## src/assert_macros.svh

```systemverilog
// Assertion macros shared by the RTL of the sorted set block
`ifndef ASSERT_MACROS_SVH
`define ASSERT_MACROS_SVH

// Concurrent assertion on a given clock and active-low reset
`define ASSERT_AT(lbl, clk, rstn, prop, msg) \
  lbl: assert property (@(posedge clk) disable iff (!rstn) prop) else $error(msg);

// Concurrent assertion on the default clock and reset of the module
`define ASSERT_DEF(lbl, prop, msg) \
  `ASSERT_AT(lbl, clk_i, rst_ni, prop, msg)

`endif

```

## src/sslt_pkg.sv

```systemverilog
// Package of the sorted set table: item types, walk token, codes and sizes
package sslt_pkg;

  // Default number of table entries
  localparam int unsigned CAPACITY = 16;

  // Command codes
  localparam logic [1:0] CMD_ADD    = 2'd0;
  localparam logic [1:0] CMD_REMOVE = 2'd1;
  localparam logic [1:0] CMD_SEARCH = 2'd2;

  // Status codes
  localparam logic [1:0] ST_OK   = 2'd0;
  localparam logic [1:0] ST_MISS = 2'd1;
  localparam logic [1:0] ST_FULL = 2'd2;

  // Input item
  typedef struct packed {
    logic [1:0]         command;
    logic signed [31:0] value;
  } in_item_t;

  // Result item
  typedef struct packed {
    logic [1:0] status;
    logic [4:0] element_count;
  } out_item_t;

  // Contents of one cell
  typedef struct packed {
    logic               occ;
    logic signed [31:0] elem;
  } slot_t;

  // Walk token handed from cell to cell
  typedef struct packed {
    logic [1:0]         cmd;
    logic signed [31:0] value;
    logic               desc;   // descending order for this walk
    logic               ins;    // room left for an insert
    logic               stop;   // walk has reached its stop point
    logic               hit;    // value met (search/add) or removed
    logic               shift;  // insert done, carry moving right
    slot_t              carry;
  } tok_t;

endpackage

```

## src/sslt_cell.sv

```systemverilog
// One cell of the sorted chain: holds one list position and acts on the passing token
module sslt_cell (
  input  logic          clk_i,
  input  logic          rst_ni,
  input  logic          tok_vld_i,
  input  sslt_pkg::tok_t tok_i,
  input  sslt_pkg::slot_t nb_i,
  output logic          tok_vld_o,
  output sslt_pkg::tok_t tok_o,
  output sslt_pkg::slot_t slot_o
);

  logic               occ_q, occ_d;
  logic signed [31:0] elem_q, elem_d;
  logic               tok_vld_q;
  sslt_pkg::tok_t     tok_q, tok_d;

  // Cell update and token rewrite for the passing item
  always_comb begin
    logic prec;
    prec   = tok_i.desc ? (elem_q >= tok_i.value) : (elem_q <= tok_i.value);
    occ_d  = occ_q;
    elem_d = elem_q;
    tok_d  = tok_i;
    case (tok_i.cmd)
      sslt_pkg::CMD_ADD, sslt_pkg::CMD_SEARCH: begin
        if (!tok_i.stop) begin
          if (occ_q && prec) begin
            if (elem_q == tok_i.value) tok_d.hit = 1'b1;
          end else begin
            tok_d.stop = 1'b1;
            // insert here, old contents move on as the carry
            if ((tok_i.cmd == sslt_pkg::CMD_ADD) && tok_i.ins && !tok_i.hit) begin
              occ_d          = 1'b1;
              elem_d         = tok_i.value;
              tok_d.shift    = 1'b1;
              tok_d.carry    = '{occ: occ_q, elem: elem_q};
            end
          end
        end else if (tok_i.shift) begin
          occ_d       = tok_i.carry.occ;
          elem_d      = tok_i.carry.elem;
          tok_d.carry = '{occ: occ_q, elem: elem_q};
        end
      end
      sslt_pkg::CMD_REMOVE: begin
        // first match is dropped, later cells pull from the right
        if (tok_i.hit || (occ_q && (elem_q == tok_i.value))) begin
          tok_d.hit = 1'b1;
          occ_d     = nb_i.occ;
          elem_d    = nb_i.elem;
        end
      end
      default: begin
      end
    endcase
  end

  // Occupancy and token valid
  always_ff @(posedge clk_i or negedge rst_ni) begin
    if (!rst_ni) begin
      occ_q     <= 1'b0;
      tok_vld_q <= 1'b0;
    end else begin
      tok_vld_q <= tok_vld_i;
      if (tok_vld_i) occ_q <= occ_d;
    end
  end

  // Payload
  always_ff @(posedge clk_i) begin
    if (tok_vld_i) begin
      elem_q <= elem_d;
      tok_q  <= tok_d;
    end
  end

  assign tok_vld_o = tok_vld_q;
  assign tok_o     = tok_q;
  assign slot_o    = '{occ: occ_q, elem: elem_q};

endmodule

```

## src/sorted_set_linked_table.sv

```systemverilog
// Top level of the sorted set table: command intake, cell chain, result output
//
//  channel | direction | handshake               | payload
//  in      | input     | in_valid_i / in_stall_o | in_item_i  (command, value)
//  out     | output    | out_valid_o/out_stall_i | out_item_o (status, element_count)
//  cfg     | input     | cfg_we_i                | cfg_wdata_i (order_descending)
//
// An item passes the launch register, then one cell register per cell as the token
// walks the chain of CAPACITY cells, then the output register. The input stalls
// while an item is in the chain, so only one item is in flight at a time.
// After reset every cell is empty, the count is zero and the order is ascending.
// While a result waits on out_stall_i, one more item can finish into a holding
// register; the input then stalls until the output drains.
`include "assert_macros.svh"

module sorted_set_linked_table #(
  parameter int unsigned CAPACITY = sslt_pkg::CAPACITY
) (
  input  logic                 clk_i,
  input  logic                 rst_ni,
  input  logic                 in_valid_i,
  output logic                 in_stall_o,
  input  sslt_pkg::in_item_t   in_item_i,
  output logic                 out_valid_o,
  input  logic                 out_stall_i,
  output sslt_pkg::out_item_t  out_item_o,
  input  logic                 cfg_we_i,
  input  logic                 cfg_wdata_i
);

  localparam int unsigned CNT_W = $clog2(CAPACITY + 1);

  logic                cfg_desc_q;
  logic                busy_q;
  logic [CNT_W-1:0]    count_q, count_d;
  logic                out_valid_q;
  sslt_pkg::out_item_t out_q;
  logic                held_vld_q;
  sslt_pkg::out_item_t held_q;

  logic                tv [CAPACITY+1];
  sslt_pkg::tok_t      tk [CAPACITY+1];
  sslt_pkg::slot_t     sl [CAPACITY+1];

  logic                accept, take, exit_vld;
  sslt_pkg::tok_t      ex;
  sslt_pkg::out_item_t res;
  logic [CNT_W+4:0]    cnt_ext;

  assign accept   = in_valid_i && !in_stall_o;
  assign take     = out_valid_q && !out_stall_i;
  assign exit_vld = tv[CAPACITY];
  assign ex       = tk[CAPACITY];

  // Configuration register
  always_ff @(posedge clk_i or negedge rst_ni) begin
    if (!rst_ni) begin
      cfg_desc_q <= 1'b0;
    end else if (cfg_we_i) begin
      cfg_desc_q <= cfg_wdata_i;
    end
  end

  // Launch register feeding the first cell
  always_ff @(posedge clk_i or negedge rst_ni) begin
    if (!rst_ni) begin
      tv[0] <= 1'b0;
    end else begin
      tv[0] <= accept;
    end
  end

  always_ff @(posedge clk_i) begin
    if (accept) begin
      tk[0] <= '{cmd:   in_item_i.command,
                 value: in_item_i.value,
                 desc:  cfg_desc_q,
                 ins:   (count_q != CNT_W'(CAPACITY)),
                 stop:  1'b0,
                 hit:   1'b0,
                 shift: 1'b0,
                 carry: '0};
    end
  end

  // Chain of cells, one per list position
  assign sl[CAPACITY] = '0;

  for (genvar k = 0; k < CAPACITY; k++) begin : g_cell
    sslt_cell u_cell (
      .clk_i     (clk_i),
      .rst_ni    (rst_ni),
      .tok_vld_i (tv[k]),
      .tok_i     (tk[k]),
      .nb_i      (sl[k+1]),
      .tok_vld_o (tv[k+1]),
      .tok_o     (tk[k+1]),
      .slot_o    (sl[k])
    );
  end

  // Status and new count from the token leaving the chain
  always_comb begin
    res.status = sslt_pkg::ST_MISS;
    count_d    = count_q;
    case (ex.cmd)
      sslt_pkg::CMD_ADD: begin
        if (ex.hit) begin
          res.status = sslt_pkg::ST_MISS;
        end else if (!ex.ins) begin
          res.status = sslt_pkg::ST_FULL;
        end else begin
          res.status = sslt_pkg::ST_OK;
          count_d    = count_q + CNT_W'(1);
        end
      end
      sslt_pkg::CMD_REMOVE: begin
        if (ex.hit) begin
          res.status = sslt_pkg::ST_OK;
          count_d    = count_q - CNT_W'(1);
        end
      end
      sslt_pkg::CMD_SEARCH: begin
        res.status = ex.hit ? sslt_pkg::ST_OK : sslt_pkg::ST_MISS;
      end
      default: begin
        res.status = sslt_pkg::ST_MISS;
      end
    endcase
    cnt_ext           = {5'd0, count_d};
    res.element_count = cnt_ext[4:0];
  end

  // Busy flag, count and output side control
  always_ff @(posedge clk_i or negedge rst_ni) begin
    if (!rst_ni) begin
      busy_q      <= 1'b0;
      count_q     <= '0;
      out_valid_q <= 1'b0;
      held_vld_q  <= 1'b0;
    end else begin
      if (accept) begin
        busy_q <= 1'b1;
      end else if (exit_vld) begin
        busy_q <= 1'b0;
      end
      if (exit_vld) begin
        count_q <= count_d;
        if (!out_valid_q || take) begin
          out_valid_q <= 1'b1;
        end else begin
          held_vld_q <= 1'b1;
        end
      end else if (take) begin
        if (held_vld_q) begin
          held_vld_q <= 1'b0;
        end else begin
          out_valid_q <= 1'b0;
        end
      end
    end
  end

  // Result payload
  always_ff @(posedge clk_i) begin
    if (exit_vld) begin
      if (!out_valid_q || take) begin
        out_q <= res;
      end else begin
        held_q <= res;
      end
    end else if (take && held_vld_q) begin
      out_q <= held_q;
    end
  end

  assign in_stall_o  = busy_q || held_vld_q;
  assign out_valid_o = out_valid_q;
  assign out_item_o  = out_q;

  // Checks
  `ASSERT_DEF(a_count_bound, count_q <= CNT_W'(CAPACITY), "count above capacity")
  `ASSERT_DEF(a_exit_busy, exit_vld |-> busy_q, "token left the chain while idle")
  `ASSERT_DEF(a_exit_room, exit_vld |-> !held_vld_q, "result arrived with holding register full")
  `ASSERT_DEF(a_add_count,
              (exit_vld && (ex.cmd == sslt_pkg::CMD_ADD) && (res.status == sslt_pkg::ST_OK))
              |=> (count_q == $past(count_q) + CNT_W'(1)),
              "successful add did not raise the count")

endmodule

```

## config.mk

```make
export PLATFORM = sky130hd
export DESIGN_NAME = sorted_set_linked_table
export DESIGN_NICKNAME = d
export VERILOG_FILES = /design/src/sslt_pkg.sv /design/src/sslt_cell.sv /design/src/sorted_set_linked_table.sv
export VERILOG_INCLUDE_DIRS = /design/src /design/src/src
export SDC_FILE = /design/constraint.sdc
export NUM_CORES = 2
export LEC_CHECK = 0
export BUFFER_PORTS_ARGS = -buffer_cell sky130_fd_sc_hd__buf_2
export CORE_ASPECT_RATIO = 0.5
export CORE_MARGIN = 2
export CORE_UTILIZATION = 61
export DETAILED_ROUTE_END_ITERATION = 8
export HOLD_SLACK_MARGIN = 0.02
export PLACE_DENSITY_LB_ADDON = 0.05
export SLEW_MARGIN = 20
export SYNTH_ARGS = -nofsm -noshare
export SYNTH_HDL_FRONTEND = slang
export SYNTH_SLANG_ARGS = --single-unit
```

## constraint.sdc

```tcl
create_clock -name clk_i -period 14.4 [get_ports clk_i]
set_clock_uncertainty 0.1 [all_clocks]
set_input_delay 2.88 -clock clk_i [delete_from_list [all_inputs] [get_ports clk_i]]
set_output_delay 2.88 -clock clk_i [all_outputs]
set_load 0.02 [all_outputs]
```

# Word-level counts from Yosys, hierarchy flattened
# Index checks and enable logic that the tools add are counted.
[word_totals]
word_cells = 935
latch_bits = 0
mem_bits_ro = 0
output_inout_bits = 9
register_bits = 1688
mem_count = 0
input_bits = 40
mem_bits_rw = 0
[classes]
n_eq_ne = 117
bitwise_logic = 3
mul = 0
n_reduce_logical = 176
n_addsub = 2
order_cmp = 32
shift = 0
div = 0
muxes = 405
[ops]
columns = ["operator", "n"]
rows = [
  ["$mux 32", 78],
  ["$mux 34", 45],
  ["$pmux 32 s2", 16],
  ["$mux 33", 28],
  ["$eq 32x32->1", 16],
  ["$ge 32x32->1", 16],
  ["$le 32x32->1", 16],
  ["$mux 1", 181],
  ["$ne 3x3->1 const B", 30],
  ["$reduce_and 6->1", 15],
  ["$logic_and 1x1->1", 66],
  ["$pmux 1 s2", 32],
  ["$ne 3x2->1 const B", 15],
  ["$mux 3", 14],
  ["$reduce_bool 2->1", 19],
  ["$ne 2x1->1 const B", 18],
  ["$reduce_or 2->1", 18],
  ["$eq 2x1->1 const B", 17],
  ["$eq 2x2->1 const B", 17],
  ["$logic_not 2->1", 17],
  ["$mux 7", 3],
  ["$logic_not 1->1", 18],
  ["$logic_or 1x1->1", 17],
  ["$mux 5", 3],
  ["12 further kinds", 20],
]

# Logic depth before layout (Yosys ltp)
[logic_depth]
ltp_word = 7
depth_mapped = 11
ltp_nobuf = 10

# Hierarchy
# From an unflattened synthesis, not the netlist that was laid out.
[hier_totals]
cells_unflattened = 6806
hier_area_um2 = 89682.3
[modules_own_cells]
columns = ["module", "instances", "area_per_inst_um2", "cells_per_inst", "seq_area_each_um2"]
rows = [
  ["sslt_cell at g_cell[0].u_cell ...", 10, 5402.7, 404, 3173.0],
  ["sslt_cell at g_cell[4].u_cell ...", 6, 5534.1, 434, 3173.0],
  ["sorted_set_linked_table", 1, 2451.1, 162, 1751.7],
]

# Worst setup path before layout
# No wires, ideal clock.
[synth_timing]
path_kind = "input-to-reg"
start = "input port in_valid_i"
end = "register tk[1188] (netlist name), enable pin"
setup_time_ns = 0.432
required_time_ns = 13.868
arrival_time_ns = 4.485
path_buffers = 0
setup_slack_ns = 9.383
cell_stages = 2
cell_sequence = "inv_1 -> nor2_1"
[synth_via]
elab_chain_cells = 1
[synth_rtl]
columns = ["element", "line", "source"]
rows = [
  ["from (decl)", "sorted_set_linked_table.sv:21", "input logic in_valid_i,"],
  ["$logic_and 1x1->1", "sorted_set_linked_table.sv:50", "assign accept = in_valid_i && !in_stall_o;"],
  ["named net accept", "sorted_set_linked_table.sv:45", "logic accept, take, exit_vld;"],
  ["to (decl)", "sorted_set_linked_table.sv:42", "sslt_pkg::tok_t tk [CAPACITY+1];"],
]
# The timed path passes the listed nets, and every way through them passes these cells.
# A chain may end at the register's enable or synchronous reset.

# Final worst setup path
[layout_timing]
start = "register held_vld_q"
end = "output port in_stall_o"
[layout_via]
elab_chain_cells = 1
[layout_rtl]
columns = ["element", "line", "source"]
rows = [
  ["from (decl)", "sorted_set_linked_table.sv:38", "logic held_vld_q;"],
  ["from (signal assigned)", "sorted_set_linked_table.sv:140", "held_vld_q <= 1'b0;"],
  ["from (signal assigned)", "sorted_set_linked_table.sv:152", "held_vld_q <= 1'b1;"],
  ["from (signal assigned)", "sorted_set_linked_table.sv:156", "held_vld_q <= 1'b0;"],
  ["$logic_or 1x1->1", "sorted_set_linked_table.sv:177", "assign in_stall_o = busy_q || held_vld_q;"],
  ["to (decl)", "sorted_set_linked_table.sv:22", "output logic in_stall_o,"],
]
# Every way passes these cells.

==> impl_metrics.json <==
{
  "worst-r2r-setup-slack_ns": 10.19,
  "vias": 48809,
  "timing_hold_violations_final": 0,
  "clock-sinks": 1688,
  "end_kind": "primary output",
  "cts.reportedPaths.clkPinSlew_ns": 0.06,
  "final.setup.worst_slack_ns": 9.74,
  "die_y_um": 265,
  "ys_async_sr_fraction": 0.0249,
  "io-pin-count": 49,
  "longest_individual_stage_delay_on_the_worst_path_ns": 0.41,
  "cts-resized-gates": 0,
  "most_common_cell_after_layout_fill_and_taps_aside": "edfxtp_1",
  "path_cells": "or2_2, buf_2",
  "synth-warning-count": 0,
  "dr.pass1.iters": 5,
  "route.antenna.remaining_nets": 0,
  "routed_wl_mm": 170,
  "worstHoldStart": "tk[1196]$_DFFE_PP_",
  "synth_cell_types": 73,
  "worst_pin_slew_ns": 1.05,
  "cts.root.buffer_cell": "clkbuf_16",
  "cell_count_after_placement": 8001,
  "worstReg2RegStart": "tk[1217]$_DFFE_PP_",
  "post-route-cell-area_um2": 90200,
  "grt_pass1_vias": 50019,
  "drc_errors": 0,
  "type_of_element_launching_the_critical_path": "flip-flop",
  "seq_area_frac_synth": 0.605,
  "critical_path.slowest_cell": "dfrtp_1",
  "horizontal_die_dimension_um": 527,
  "cts.htree.levels": 4,
  "timing_max_transition_violations_final": 0,
  "hold-path-endpoint": "g_cell[0].u_cell.tok_o[44]$_DFFE_PP_",
  "critical_path_peak_fanout": 5,
  "grt_antenna_before_repair": 1,
  "irDropWorstVdd_mv": 0.166,
  "post_route_cells_drive_above_1_share": 0.134,
  "run_status": "completed",
  "timing.setup.tns_ns": 0,
  "cellPowerDensity_nw_per_um2": 167,
  "max-clock-path-buffers": 3,
  "first_pass_grt_wire_length_mm": 278,
  "place.detailed.hpwl_mm": 123,
  "pre_cts_setup_slack_ns": 10.14,
  "synth_top_cell_area_share": 0.593,
  "critical-path-top-delay-family": "flip-flops",
  "critical_path_required_ns": 11.42,
  "worstHoldPathCells": 0,
  "postSynthRegisterBits": 1688,
  "cts.hold.buffers_added": 0,
  "worst-endpoint-arrival_ns": 1.68,
  "cts_tree": "done",
  "design.final.nets": 6916,
  "regToRegEndpoint": "g_cell[0].u_cell.elem_q[3]$_DFFE_PP_",
  "grt_start_max_net_pins": 77,
  "timing.slew.headroom": 0.303,
  "design.core.area_um2": 135000,
  "layout_common_cells": "edfxtp_1 (1646), nand2_1 (617), o21ai_0 (614)",
  "final_min_period_over_clock_period": 0.324,
  "synth.net_count": 6872,
  "antenna_cells_inserted": 0,
  "floorplan.initialDensity": 0.618,
  "rd_place_congestion": 0.906,
  "setup_repair_after_global_routing_missed_its_margin": "no",
  "synth_edf_count": 1646,
  "synth.cell_area_um2": 83400,
  "p_leak_nw": 35.2,
  "fmaxAchievable_mhz": 215,
  "placedInstanceArea_um2": 85400,
  "dominantRegCellSynth": "edfxtp_1",
  "fp-row-count": 95,
  "post_detailed_route_wirelength_per_cell_um": 20.5,
  "grt_remaining_overflow": 0,
  "timing.final.setup_violations": 0,
  "setup.worst_path.class": "flip-flop to primary output",
  "cp.buffers_inverters": 1,
  "timing.hold.worst.class": "flip-flop to flip-flop",
  "dieArea_um2": 140000,
  "cts_post_setup_buffers_inserted": 0,
  "layout.cells.non_filler": 8280,
  "biggest_area_contributors_in_the_synthesized_netlist": "edfxtp_1 (59%), ha_1 (7.8%), mux2i_1 (5.8%)",
  "clkLatencyLatePin_ns": 0.78,
  "post_drt_via_cell_ratio": 5.89,
  "tritoncts.num_buffers": 149,
  "port_buffers": 48,
  "synthesis.area_per_instance_um2": 13.2,
  "ff2ff_path_depth": 10,
  "area.growth.synth_to_final_pct": 8.19,
  "drtIter0Drc": 3941,
  "synthCells": 6314,
  "period_minus_slack_ns": 4.66,
  "timing.max_cap.violations": 0,
  "netlist.top_cell.by_area": "edfxtp_1",
  "track_usage": 0.247,
  "fin_hold_ws_ns": 0.348
}
-- cell type report --
class                           instances  area (µm²)
Multi-Input combinational cell       3814       29700
Sequential cell                      1688       50500
Clock inverter                         82         828
Tap cell                             1794        2240
Fill cell                            9609       44700
Inverter                              587        2200
Timing Repair Buffer                  118         788
Clock buffer                          197        3980
-- worst max path at each step --
stage                           startpoint                 end  slack (ns)  depth (start not counted)
CTS                 held_vld_q$_DFFE_PN0P_          in_stall_o        9.67                          2
floorplan                       in_valid_i  tk[1188]$_DFFE_PP_        9.38                          2
global route        held_vld_q$_DFFE_PN0P_          in_stall_o        9.66                          2
finish              held_vld_q$_DFFE_PN0P_          in_stall_o        9.74                          2
detailed placement              in_valid_i  tk[1214]$_DFFE_PP_       10.14                          4
global placement                in_valid_i  tk[1214]$_DFFE_PP_       10.15                          4
-- kinds of logic after synthesis --
| kind of cell | count (synthesis) | synth area share |
|---|---|---|
| flip-flops | 1688 | 0.605 |
| AO/OA/AOI/OAI | 1164 | 0.0797 |
| AND/OR/NAND/NOR | 1155 | 0.0653 |
| multiplexers | 947 | 0.128 |
| buffers and inverters | 812 | 0.0405 |
| adder cells (fa/ha/maj) | 518 | 0.0777 |
| XOR/XNOR | 30 | 0.00315 |
-- power breakdown --
| group | switching (mW) | internal (mW) |
|---|---|---|
| Combinational | 2.03 | 1.47 |
| Clock | 1.82 | 2.17 |
| Sequential | 0.737 | 6.87 |
| Total | 4.59 | 10.5 |
-- cell usage after synthesis, drive strengths merged, types with 22 or more instances --
master  count
nor2b      43
edfxtp   1646
and2       43
inv       587
buf        78
ha        518
a21oi     305
dfrtp      42
mux2      461
mux2i     486
nand4     131
nor3       43
a21o       36
nor2      133
nand2     617
xnor2      26
clkbuf    147
a31oi      22
nand3      54
nor4       38
o21ai     629
-- metrics by stage --
step / util / total power [mW]
floorplan: - / 10.1
global placement: 0.633 / 11.0
detailed placement: 0.633 / 11.2
CTS: 0.669 / 15.2
global route: 0.669 / 15.9
finish: 0.669 / 15.1
-- sequential cells by signal, indices dropped and copies added (netlist names) --
signal                   flops
busy_q                       1
cfg_desc_q                   1
count_q                      5
g_cell.u_cell.elem_q       512
g_cell.u_cell.occ_q         16
g_cell.u_cell.tok_o       1084
g_cell.u_cell.tok_vld_o     16
held_q                       7
held_vld_q                   1
out_item_o                   7
out_valid_o                  1
tk                          36
tv                           1
-- metal layers --
metal | vias up | track usage | part of all wire
met5 | - | 0 | 0
met4 | 0 | 0.0657 | 0.020
met3 | 240 | 0.0288 | 0.040
met2 | 1202 | 0.389 | 0.46
met1 | 23832 | 0.366 | 0.48
li1 | 23535 | - | -
No activity file was read; power rests on OpenSTA's default activity.
